$ cat config.mk
export PLATFORM = sky130hd
export DESIGN_NAME = char_lcd_line_controller
export DESIGN_NICKNAME = d
export VERILOG_FILES = /design/src/rtl/clc_pkg.sv /design/src/rtl/clc_ram.sv /design/src/rtl/char_lcd_line_controller.sv
export SDC_FILE = /design/constraint.sdc
export NUM_CORES = 1
export LEC_CHECK = 0
export BUFFER_PORTS_ARGS = -buffer_cell sky130_fd_sc_hd__buf_2
export CAP_MARGIN = 20
export CORE_AREA = 5 5 154 156
export CTS_BUF_LIST = sky130_fd_sc_hd__clkbuf_16
export DETAILED_ROUTE_END_ITERATION = 12
export DIE_AREA = 0 0 159 161
export GPL_ROUTABILITY_DRIVEN = 0
export HOLD_SLACK_MARGIN = 0.02
export PLACE_DENSITY = 0.9
export RECOVER_POWER = 100
export SLEW_MARGIN = 25
export SYNTH_ARGS = -nofsm -noshare
export SYNTH_HDL_FRONTEND = slang
export SYNTH_HIERARCHICAL = 1
export SYNTH_SLANG_ARGS = --single-unit
export TNS_END_PERCENT = 5
$ cat constraint.sdc
create_clock -name i_clk -period 5.7 [get_ports i_clk]
set_input_delay 0.285 -clock i_clk [delete_from_list [all_inputs] [get_ports i_clk]]
set_output_delay 0.285 -clock i_clk [all_outputs]
set_load 0.005 [all_outputs]
$ cat src/rtl/clc_pkg.sv
// ----------------------------------------------------------------------------
// clc_pkg
// Shared types, codes and the sequencer program of the character display
// line controller.
// ----------------------------------------------------------------------------
package clc_pkg;

    // Item modes
    localparam logic [1:0] MODE_INIT  = 2'd0;
    localparam logic [1:0] MODE_CLEAR = 2'd1;
    localparam logic [1:0] MODE_TEXT  = 2'd2;

    // Transfer kinds
    localparam logic [1:0] KIND_PAUSE  = 2'd0;
    localparam logic [1:0] KIND_NIBBLE = 2'd1;
    localparam logic [1:0] KIND_BYTE   = 2'd2;

    // Display codes
    localparam logic [7:0] CMD_FUNC_SET  = 8'h28;
    localparam logic [7:0] CMD_DISP_OFF  = 8'h08;
    localparam logic [7:0] CMD_ENTRY     = 8'h06;
    localparam logic [7:0] CMD_DISP_ON   = 8'h0C;
    localparam logic [7:0] CMD_CLEAR     = 8'h01;
    localparam logic [7:0] CMD_SET_ADDR  = 8'h80;
    localparam logic [7:0] ROW1_OFFSET   = 8'h40;
    localparam logic [7:0] NIB_WAKE      = 8'h03;
    localparam logic [7:0] NIB_FOUR_BIT  = 8'h02;
    localparam logic [7:0] SPACE_CHAR    = 8'h20;

    // Program layout
    localparam int          PC_W        = 4;
    localparam logic [PC_W-1:0] STEP_INIT   = 4'd0;
    localparam logic [PC_W-1:0] STEP_CLEAR  = 4'd9;
    localparam logic [PC_W-1:0] STEP_REDRAW = 4'd10;
    localparam logic [PC_W-1:0] STEP_DATA1  = 4'd13;
    localparam logic [PC_W-1:0] STEP_COUNT  = 4'd14;

    typedef struct packed {
        logic [1:0] mode;
        logic       row;
        logic [7:0] char_code;
        logic       text_end;
    } t_in_item;

    typedef struct packed {
        logic [1:0]  kind;
        logic        reg_select;
        logic [7:0]  value;
        logic [14:0] wait_us;
        logic        last;
    } t_out_item;

    // One control word of the sequencer program
    typedef struct packed {
        logic [1:0]  kind;
        logic        reg_select;
        logic        from_ram;   // value comes from the line store
        logic [7:0]  value;
        logic [14:0] wait_us;
        logic        last;       // final transfer of the item
        logic        loop;       // repeat over all columns of a row
        logic        done;       // end of program
    } t_ctl_word;

    function automatic t_ctl_word seq_rom(input logic [PC_W-1:0] pc);
        t_ctl_word w;
        w = '0;
        unique case (pc)
            4'd0:  w = '{KIND_PAUSE,  1'b0, 1'b0, 8'h00,         15'd20000, 1'b0, 1'b0, 1'b0};
            4'd1:  w = '{KIND_NIBBLE, 1'b0, 1'b0, NIB_WAKE,      15'd5000,  1'b0, 1'b0, 1'b0};
            4'd2:  w = '{KIND_NIBBLE, 1'b0, 1'b0, NIB_WAKE,      15'd200,   1'b0, 1'b0, 1'b0};
            4'd3:  w = '{KIND_NIBBLE, 1'b0, 1'b0, NIB_WAKE,      15'd200,   1'b0, 1'b0, 1'b0};
            4'd4:  w = '{KIND_NIBBLE, 1'b0, 1'b0, NIB_FOUR_BIT,  15'd0,     1'b0, 1'b0, 1'b0};
            4'd5:  w = '{KIND_BYTE,   1'b0, 1'b0, CMD_FUNC_SET,  15'd50,    1'b0, 1'b0, 1'b0};
            4'd6:  w = '{KIND_BYTE,   1'b0, 1'b0, CMD_DISP_OFF,  15'd50,    1'b0, 1'b0, 1'b0};
            4'd7:  w = '{KIND_BYTE,   1'b0, 1'b0, CMD_ENTRY,     15'd50,    1'b0, 1'b0, 1'b0};
            4'd8:  w = '{KIND_BYTE,   1'b0, 1'b0, CMD_DISP_ON,   15'd50,    1'b0, 1'b0, 1'b0};
            4'd9:  w = '{KIND_BYTE,   1'b0, 1'b0, CMD_CLEAR,     15'd2000,  1'b1, 1'b0, 1'b1};
            4'd10: w = '{KIND_BYTE,   1'b0, 1'b0, CMD_SET_ADDR,  15'd50,    1'b0, 1'b0, 1'b0};
            4'd11: w = '{KIND_BYTE,   1'b1, 1'b1, 8'h00,         15'd50,    1'b0, 1'b1, 1'b0};
            4'd12: w = '{KIND_BYTE,   1'b0, 1'b0, CMD_SET_ADDR | ROW1_OFFSET,
                         15'd50, 1'b0, 1'b0, 1'b0};
            4'd13: w = '{KIND_BYTE,   1'b1, 1'b1, 8'h00,         15'd50,    1'b1, 1'b1, 1'b1};
            default: w = '{KIND_PAUSE, 1'b0, 1'b0, 8'h00, 15'd0, 1'b1, 1'b0, 1'b1};
        endcase
        return w;
    endfunction

endpackage

$ cat src/rtl/clc_ram.sv
// ----------------------------------------------------------------------------
// clc_ram
// Generic single write port, single read port RAM with registered read.
// ----------------------------------------------------------------------------
module clc_ram #(
    parameter int WIDTH = 8,
    parameter int DEPTH = 32
) (
    input  logic                     i_clk,
    input  logic                     i_we,
    input  logic [$clog2(DEPTH)-1:0] i_waddr,
    input  logic [WIDTH-1:0]         i_wdata,
    input  logic [$clog2(DEPTH)-1:0] i_raddr,
    output logic [WIDTH-1:0]         o_rdata
);

    logic [WIDTH-1:0] r_mem [DEPTH];
    logic [WIDTH-1:0] r_rdata;

    // Write when enabled, read each cycle
    always_ff @(posedge i_clk) begin
        if (i_we) begin
            r_mem[i_waddr] <= i_wdata;
        end
        r_rdata <= r_mem[i_raddr];
    end

    assign o_rdata = r_rdata;

endmodule

$ cat src/rtl/char_lcd_line_controller.sv
// ----------------------------------------------------------------------------
// char_lcd_line_controller
// Two-line character display controller for a 4-bit bus, driven by a small
// microcoded sequencer over a line store.
// ----------------------------------------------------------------------------
// An init item yields 10 transfers, a clear item 1, and the last item of a
// text 2*LINE_CHARS+2 transfers (one set-address command and LINE_CHARS data
// bytes per row); other text items and unused modes yield none. Transfers
// leave one per clock while the output is not stalled: the sequencer steps
// once per cycle into a single output register, and the line store is read
// a step ahead so that its data is ready when the step comes. No new item
// is taken while the sequencer runs. The line store needs no clearing pass;
// blanking is done with per-entry valid bits, so init, clear and a new text
// act at once.
// ----------------------------------------------------------------------------
module char_lcd_line_controller #(
    parameter int LINE_CHARS = 16
) (
    input  logic               i_clk,
    input  logic               i_rst_n,
    input  logic               i_in_valid,
    output logic               o_in_stall,
    input  clc_pkg::t_in_item  i_in,
    output logic               o_out_valid,
    input  logic               i_out_stall,
    output clc_pkg::t_out_item o_out
);

    localparam int DEPTH = 2 * LINE_CHARS;
    localparam int AW    = $clog2(DEPTH);
    localparam int COL_W = $clog2(LINE_CHARS);
    localparam int POS_W = $clog2(LINE_CHARS + 1);
    localparam logic [DEPTH-1:0] ROW0_MASK = DEPTH'({LINE_CHARS{1'b1}});

    // Map row and column onto a line store address
    function automatic logic [AW-1:0] store_addr(input logic row, input logic [COL_W-1:0] col);
        return row ? (AW'(LINE_CHARS) + AW'(col)) : AW'(col);
    endfunction

    // Sequencer
    logic [clc_pkg::PC_W-1:0] r_pc, n_pc;
    logic [COL_W-1:0]         r_col, n_col;
    logic                     r_busy, n_busy;

    // Text state
    logic                     r_open, n_open;
    logic                     r_stop, n_stop;
    logic                     r_row, n_row;
    logic [POS_W-1:0]         r_pos, n_pos;
    logic [DEPTH-1:0]         r_vld, n_vld;

    // Output register
    logic                     r_out_valid;
    clc_pkg::t_out_item       r_out, item;

    clc_pkg::t_ctl_word       ctl;
    logic                     in_acc, advance, col_end, step_last;
    logic                     eff_row, store_we;
    logic [AW-1:0]            waddr, raddr, cur_addr;
    logic [7:0]               rdata;
    logic [DEPTH-1:0]         row_mask;

    clc_ram #(
        .WIDTH (8),
        .DEPTH (DEPTH)
    ) u_store (
        .i_clk   (i_clk),
        .i_we    (store_we),
        .i_waddr (waddr),
        .i_wdata (i_in.char_code),
        .i_raddr (raddr),
        .o_rdata (rdata)
    );

    // Step the program and apply accepted items
    always_comb begin
        ctl       = clc_pkg::seq_rom(r_pc);
        in_acc    = i_in_valid && !r_busy;
        advance   = r_busy && (!r_out_valid || !i_out_stall);
        col_end   = (r_col == COL_W'(LINE_CHARS - 1));
        step_last = ctl.loop ? col_end : 1'b1;

        n_pc   = r_pc;
        n_col  = r_col;
        n_busy = r_busy;
        n_open = r_open;
        n_stop = r_stop;
        n_row  = r_row;
        n_pos  = r_pos;
        n_vld  = r_vld;

        eff_row  = r_open ? r_row : i_in.row;
        row_mask = eff_row ? (ROW0_MASK << LINE_CHARS) : ROW0_MASK;
        waddr    = store_addr(eff_row, r_open ? r_pos[COL_W-1:0] : '0);
        store_we = 1'b0;

        // Advance the step counter
        if (advance) begin
            if (ctl.loop && !col_end) begin
                n_col = r_col + COL_W'(1);
            end else begin
                n_col = '0;
                n_pc  = r_pc + clc_pkg::PC_W'(1);
            end
            if (ctl.done && step_last) begin
                n_busy = 1'b0;
            end
        end

        // Take a new item
        if (in_acc) begin
            unique case (i_in.mode)
                clc_pkg::MODE_INIT, clc_pkg::MODE_CLEAR: begin
                    n_vld  = '0;
                    n_open = 1'b0;
                    n_stop = 1'b0;
                    n_row  = 1'b0;
                    n_pos  = '0;
                    n_busy = 1'b1;
                    n_col  = '0;
                    n_pc   = (i_in.mode == clc_pkg::MODE_INIT) ? clc_pkg::STEP_INIT
                                                               : clc_pkg::STEP_CLEAR;
                end
                clc_pkg::MODE_TEXT: begin
                    // Open the text: latch row, blank it
                    if (!r_open) begin
                        n_open = 1'b1;
                        n_stop = 1'b0;
                        n_row  = i_in.row;
                        n_pos  = '0;
                        n_vld  = r_vld & ~row_mask;
                    end
                    if (!(r_open && r_stop)) begin
                        if (i_in.char_code == 8'h00 ||
                            (r_open && r_pos >= POS_W'(LINE_CHARS))) begin
                            n_stop = 1'b1;
                        end else begin
                            store_we     = 1'b1;
                            n_vld[waddr] = 1'b1;
                            n_pos        = (r_open ? r_pos : '0) + POS_W'(1);
                        end
                    end
                    if (i_in.text_end) begin
                        n_open = 1'b0;
                        n_stop = 1'b0;
                        n_row  = 1'b0;
                        n_pos  = '0;
                        n_busy = 1'b1;
                        n_col  = '0;
                        n_pc   = clc_pkg::STEP_REDRAW;
                    end
                end
                default: begin
                end
            endcase
        end

        // Read one step ahead so data is ready when its step comes
        raddr    = store_addr(n_pc == clc_pkg::STEP_DATA1, n_col);
        cur_addr = store_addr(r_pc == clc_pkg::STEP_DATA1, r_col);

        item.kind       = ctl.kind;
        item.reg_select = ctl.reg_select;
        item.value      = ctl.from_ram ? (r_vld[cur_addr] ? rdata : clc_pkg::SPACE_CHAR)
                                       : ctl.value;
        item.wait_us    = ctl.wait_us;
        item.last       = ctl.last && step_last;
    end

    // Hold state and the output register
    always_ff @(posedge i_clk) begin
        if (!i_rst_n) begin
            r_pc        <= '0;
            r_col       <= '0;
            r_busy      <= 1'b0;
            r_open      <= 1'b0;
            r_stop      <= 1'b0;
            r_row       <= 1'b0;
            r_pos       <= '0;
            r_vld       <= '0;
            r_out_valid <= 1'b0;
        end else begin
            r_pc   <= n_pc;
            r_col  <= n_col;
            r_busy <= n_busy;
            r_open <= n_open;
            r_stop <= n_stop;
            r_row  <= n_row;
            r_pos  <= n_pos;
            r_vld  <= n_vld;
            if (advance) begin
                r_out_valid <= 1'b1;
            end else if (!i_out_stall) begin
                r_out_valid <= 1'b0;
            end
        end
        if (advance) begin
            r_out <= item;
        end
    end

    assign o_in_stall  = r_busy;
    assign o_out_valid = r_out_valid;
    assign o_out       = r_out;

    // Checks
    a_pc_range: assert property (@(posedge i_clk) disable iff (!i_rst_n)
        r_busy |-> (r_pc < clc_pkg::STEP_COUNT))
        else $error("sequencer step out of program");

    a_pos_range: assert property (@(posedge i_clk) disable iff (!i_rst_n)
        r_pos <= POS_W'(LINE_CHARS))
        else $error("write position past row end");

    a_init_start: assert property (@(posedge i_clk) disable iff (!i_rst_n)
        (in_acc && i_in.mode == clc_pkg::MODE_INIT) |=>
            (r_busy && r_pc == clc_pkg::STEP_INIT && r_vld == '0))
        else $error("init item did not start the program");

    a_redraw_closes: assert property (@(posedge i_clk) disable iff (!i_rst_n)
        (in_acc && i_in.mode == clc_pkg::MODE_TEXT && i_in.text_end) |=>
            (r_busy && !r_open && r_pc == clc_pkg::STEP_REDRAW))
        else $error("text end did not start a redraw");

endmodule
* Word-level counts from Yosys, hierarchy flattened
Memory sizes are Yosys's and may differ from the RTL's. A register that Yosys moved wholly into a read port is not among the register bits. Index checks and enable logic that the tools add are counted.
Word-level totals: register bits 77, bits in latches 0, bits in writable memories 256, memory bits (read-only) 416, input port bits 16, output and inout port bits 29, word-level logic and storage cells 112, memories kept 2
Memories:
- (name not given) | words 16, width 26, read ports 1, clocked after memory_dff 1, write ports 0, RTL line clc_pkg.sv:68 | unique case (pc)
- u_store.r_mem | words 32, width 8, read ports 1, clocked after memory_dff 1, write ports 1, RTL line clc_ram.sv:17 | logic [WIDTH-1:0] r_mem [DEPTH];
Operators by class: add/subtract/negate cells 6, $mul 0, divide/modulo/power cells 0, order comparisons 4, equality and inequality tests 6, shift operators 0, multiplexer cells 58, bitwise logic cells 3, reductions and logical operators 19
Operator list (number):
- $mux 32 | 6
- $pmux 32 s2 | 1
- $mux 4 | 11
- $mux 5 | 7
- $and 32x32->32 | 1
- $not 32->32 | 1
- $or 32x32->32 | 1
- $mux 1 | 22
- $mux 8 | 2
- $pmux 4 s2 | 2
- $add 5x4->5 const A | 3
- $eq 4x4->1 const B | 3
- $lt 5x6->1 const B | 2
- $pmux 5 s2 | 1
- $add 4x1->4 const B | 2
- $logic_and 1x1->1 | 8
- $logic_not 8->1 | 1
- $pmux 1 s2 | 4
- $add 5x1->5 const B | 1
- $bmux 1 s5 | 1
- $demux 1 s5 | 1
- $ge 5x1->1 const B | 1
- $ge 5x5->1 const B | 1
- $logic_not 1->1 | 4
- 8 further kinds | 9

* Longest topological paths before layout
depth after elaboration 11, gate-level depth with buffers 11, mapped depth without buffers 10

* Hierarchy
Netlist, hierarchy kept.
By module, submodules not included:
- clc_ram | instances 1, cells an instance 417, area each 10053.4 um^2, sequential area each 7847.5 um^2
- char_lcd_line_controller | instances 1, cells an instance 413, area each 4116.4 um^2, sequential area each 2062.0 um^2

* Worst setup path after synthesis
Ideal clock, no wire load.
path type reg2reg, start register r_busy (netlist: o_in_stall), end register u_store.r_rdata[0] (netlist: u_store/o_rdata[0]) (read register of u_store.r_mem), library setup time 121 ps, arrival 3321 ps, data required time 5579 ps, setup slack 2258 ps, cell stages (with the launch flop) 11, buffers on the path 2, clock period less this slack 3442 ps, path through dfxtp_1 -> a21bo_4 -> inv_1 -> o21ai_0 -> nand2_1 -> nor2_1 -> buf_6 -> buf_4 -> mux4_2 -> mux4_2 -> mux2_2
Between the ends: word-level cells in the longest chain between the ends 7, elaborated cells on any way between the ends 14, those cells by class 1 x add/sub; 1 x eq/ne; 9 x mux; 3 x reduce/logical
Ends and longest elaborated chain:
- start: declaration | RTL line char_lcd_line_controller.sv:43 | logic r_busy, n_busy;
- start signal: assignment | RTL line char_lcd_line_controller.sv:185 | r_busy <= n_busy;
- $logic_and 1x1->1 (*) | RTL line char_lcd_line_controller.sv:79 | advance = r_busy && (!r_out_valid || !i_out_stall);
- net advance | RTL line char_lcd_line_controller.sv:57 | logic in_acc, advance, col_end, step_last;
- $mux 4 (*) | RTL line char_lcd_line_controller.sv:98 | if (advance) begin
- $mux 4 | RTL line char_lcd_line_controller.sv:143 | if (i_in.text_end) begin
- $pmux 4 s2 | RTL line char_lcd_line_controller.sv:112 | unique case (i_in.mode)
- $mux 4 (*) | RTL line char_lcd_line_controller.sv:111 | if (in_acc) begin
- net n_col[0] | RTL line char_lcd_line_controller.sv:42 | logic [COL_W-1:0] r_col, n_col;
- $add 5x4->5 | RTL line char_lcd_line_controller.sv:37 | return row ? (AW'(LINE_CHARS) + AW'(col)) : AW'(col);
- $mux 5 (*) | RTL line char_lcd_line_controller.sv:37
- end: declaration | RTL line clc_ram.sv:18 | logic [WIDTH-1:0] r_rdata;
Mark *: on every way through the listed nets, which the timed path passes. The rest lies on a longest branch. A chain may end at the register's enable or synchronous reset.

* Worst setup path in the final report
start register r_busy (netlist: o_in_stall), end register u_store.r_rdata[3] (netlist: u_store/o_rdata[3]) (read register of u_store.r_mem)
Same word-level chain as after synthesis.

==> out/qor.yml <==
cts.path.max_buffers: 3
hold_depth: 2
grt_pass1_wl_mm: 48.64
drc: 0
total_power_mw: 5.497
cts.clk_slew.worst_paths_ns: 0.07
cpMaxStageDelayCell: "nor2_4"
netlist_instances: 830
grt_usage_pct: 25.03
antennaDiodeCount: 0
synth_ff_type: "edfxtp_1"
wl_mm: 32.40
fin_crit_ns: 4.759
clkSinkCount: 356
cts_made_buffers: 35
cts_hold_buf: 0
grt_max_degree: 65
synth_warnings: 6
hold_path_class: "in -> reg"
fin_cells: 1182
p_clk_share_pct: 42.2
slowest_delay_ns: 0.82
p_comb_share_pct: 5.7
cts-resized-gates: 0
vias_per_cell: 6.727
power_leakage_nw: 5.157
clock_latency_ns: 0.53
drv_cap: 1
io_pins: 45
grt_overflow_total: 0
failed_checks: "max-capacitance violations, max-slew violations"
syn_to_final_growth_pct: 10.68
wl_per_cell_microns: 27.41
worst_slew_pin_slew_ns: 1.517
setup.worst_path.class: "reg -> reg"
gr-usage-met2_pct: 42.90
drive_gt1_share_pct: 20.18
p_int_mw: 4.351
powerDensity_mw_per_mm2: 350.5
h-tree-depth: 2
io_buffer_count: 41
top_usage_layer: "met2"
grt_setup_unrepaired: "no"
synth_seq_cells: 356
root_buffer: "clkbuf_16"
fin_tns_setup_ns: 0
regToRegSetupSlack_ns: 0.94
synth_edf_count: 278
status: "finished with violations"
setup_viol: 0
core_area_sq_mm: 0.02223
ys_types: 61
post_cts_buffers: 0
cpMostUsedCell: "mux4_2"
cts_tree: "done"
grt.met1_usage_pct: 32.16
fin_nets: 899
num_rows: 55
utilization_pct: 70.56
p_switching_mw: 1.146
maxSlewHeadroom_pct: -1.129
drtAntennaViolNets: 0
synthArstFlopShare_pct: 0
vias: 7951
first_iter_violations: 817
worst_slack_ns: 0.9414
critPathLaunchType: "flip-flop"
start_util_pct: 63.75
crit_fanout: 30
cp_cell_sequence: "a21bo_1, inv_1, o21ai_0, nand2_1, nor2_4, clkbuf_1, mux4_2, mux4_2, mux2_2"
max_freq_mhz: 210.1
firstDrtPassIters: 5
hold_viol_final: 0
slew_viol_final: 34
dieArea_sq_mm: 0.02560
power_frac_seq_pct: 52.1
critPathArrivalTime_ns: 5.18
ys_seq_area_share_pct: 69.93
cp-end-kind: "flip-flop"
reg2reg_depth: 9
dp_hpwl_mm: 18.67
ir_worst_vdd_mv: 0.2734
grtUsageMet3_pct: 5.512
post-place-ws_ns: 1.354
first_global_vias: 7879
die_height_microns: 161
placed_cells: 1118
syn_area_sq_mm: 0.01417
fin_skew_ns: 0.03509
final.period_utilization_pct: 83.48
critPathRequiredTime_ns: 6.13
switching_share_pct: 20.86
die_w_microns: 159
syn_avg_cell_area_sq_um: 17.07
antenna_found_initial: 1
layer usage:
| layer | vias up | share of wire (%) |
|---|---|---|
| met2 | 550 | 51 |
| met1 | 3969 | 36 |
| li1 | 3344 | - |
| met5 | - | 0.046 |
| met4 | 2 | 3.4 |
| met3 | 86 | 9.8 |
final timing paths:
path | startpoint | to
hold / removal | i_rst_n | o_out_valid
setup / recovery | o_in_stall | u_store/o_rdata[3]
setup reg to reg | o_in_stall | u_store/o_rdata[3]
hold reg to reg | ctl[12] | o_out[10]
metrics by stage:
| stage | instance area [sq um] | hold slack (ns) |
|---|---|---|
| 2_1_floorplan | 14180 | 0.3839 |
| 3_3_place_gp | 14570 | 0.3877 |
| 3_5_place_dp | 14570 | 0.3887 |
| 4_1_cts | 15730 | 0.1304 |
| 5_1_grt | 15680 | 0.1592 |
| 6_report | 15680 | 0.1507 |
registers in the layout, summed over array words and instances, names as in the netlist, 4 cells and up:
| register | cells |
|---|---|
| o_out | 22 |
| r_pos | 5 |
| r_vld | 32 |
| u_store/o_rdata | 8 |
| r_pc | 4 |
| ctl | 20 |
| u_store/r_mem | 256 |
| r_col | 4 |
layout make-up:
cell class                      instances  area [sq um]
Clock buffer                           36         900.9
Tap cell                              285         356.6
Fill cell                            1318          6544
Sequential cell                       356          9910
Clock inverter                         28         261.5
Timing Repair Buffer                   48         237.7
Multi-Input combinational cell        408          3939
Inverter                               21         78.83
cells by family after synthesis:
logic type      synth area share, %
compound gates                4.733
other cells                 0.02646
flops                         69.93
buf+inv                       2.331
xor+xnor                     0.3709
simple gates                  6.552
fa+ha+maj                     1.148
mux                           14.91
placed cells by master, fill, tap and decap left out, drive strengths merged, types with 14 or more instances in the layout:
master,count
dfxtp,78
nor2,88
inv,33
buf,26
clkbuf,58
a22oi,33
mux4,88
nand2,35
edfxtp,278
nor3,14
Yosys cell counts, drive strengths merged, types with 2 or more instances:
cell | count | area (sq um)
nand2b | 4 | 27.53
inv | 20 | 75.07
and2 | 4 | 25.02
o22ai | 2 | 12.51
buf | 27 | 176.4
edfxtp | 278 | 8348
xor2 | 2 | 17.52
o21ai | 9 | 48.80
a22oi | 33 | 247.7
o21a | 3 | 22.52
xnor2 | 4 | 35.03
a32oi | 4 | 35.03
ha | 13 | 162.7
a22o | 7 | 61.31
or3b | 3 | 26.28
a21oi | 13 | 68.82
nor4 | 3 | 18.77
nor2b | 4 | 25.02
nand3 | 13 | 70.07
nand2 | 35 | 131.4
mux2 | 8 | 90.09
mux4 | 88 | 1982
nor3b | 2 | 15.01
and3 | 13 | 81.33
a211oi | 5 | 47.54
a41o | 2 | 20.02
mux2i | 4 | 40.04
nand4 | 3 | 18.77
nor2 | 88 | 330.3
nor3 | 14 | 70.07
dfxtp | 78 | 1562
clkbuf | 20 | 75.07
nand3b | 5 | 37.54
o32ai | 3 | 33.79
power by group through the flow:
stage	combinational [mW]	sequential (mW)	clock (mW)
2_1_floorplan	0.225	2.91	0
3_3_place_gp	0.298	2.91	0
3_5_place_dp	0.312	2.92	0
4_1_cts	0.318	2.86	2.35
5_1_grt	0.340	2.87	2.47
6_report	0.315	2.86	2.32
worst max-delay path, delay by kind of cell, from the launching register on:
kind	cells	cell delay (ns)
DFF	1	0.36
AOI/OAI and AO/OA	2	0.70
and+or+nand+nor	2	1.20
buffers and inverters	2	1.18
muxes	3	1.23
Power figures use the tool's default switching activity.
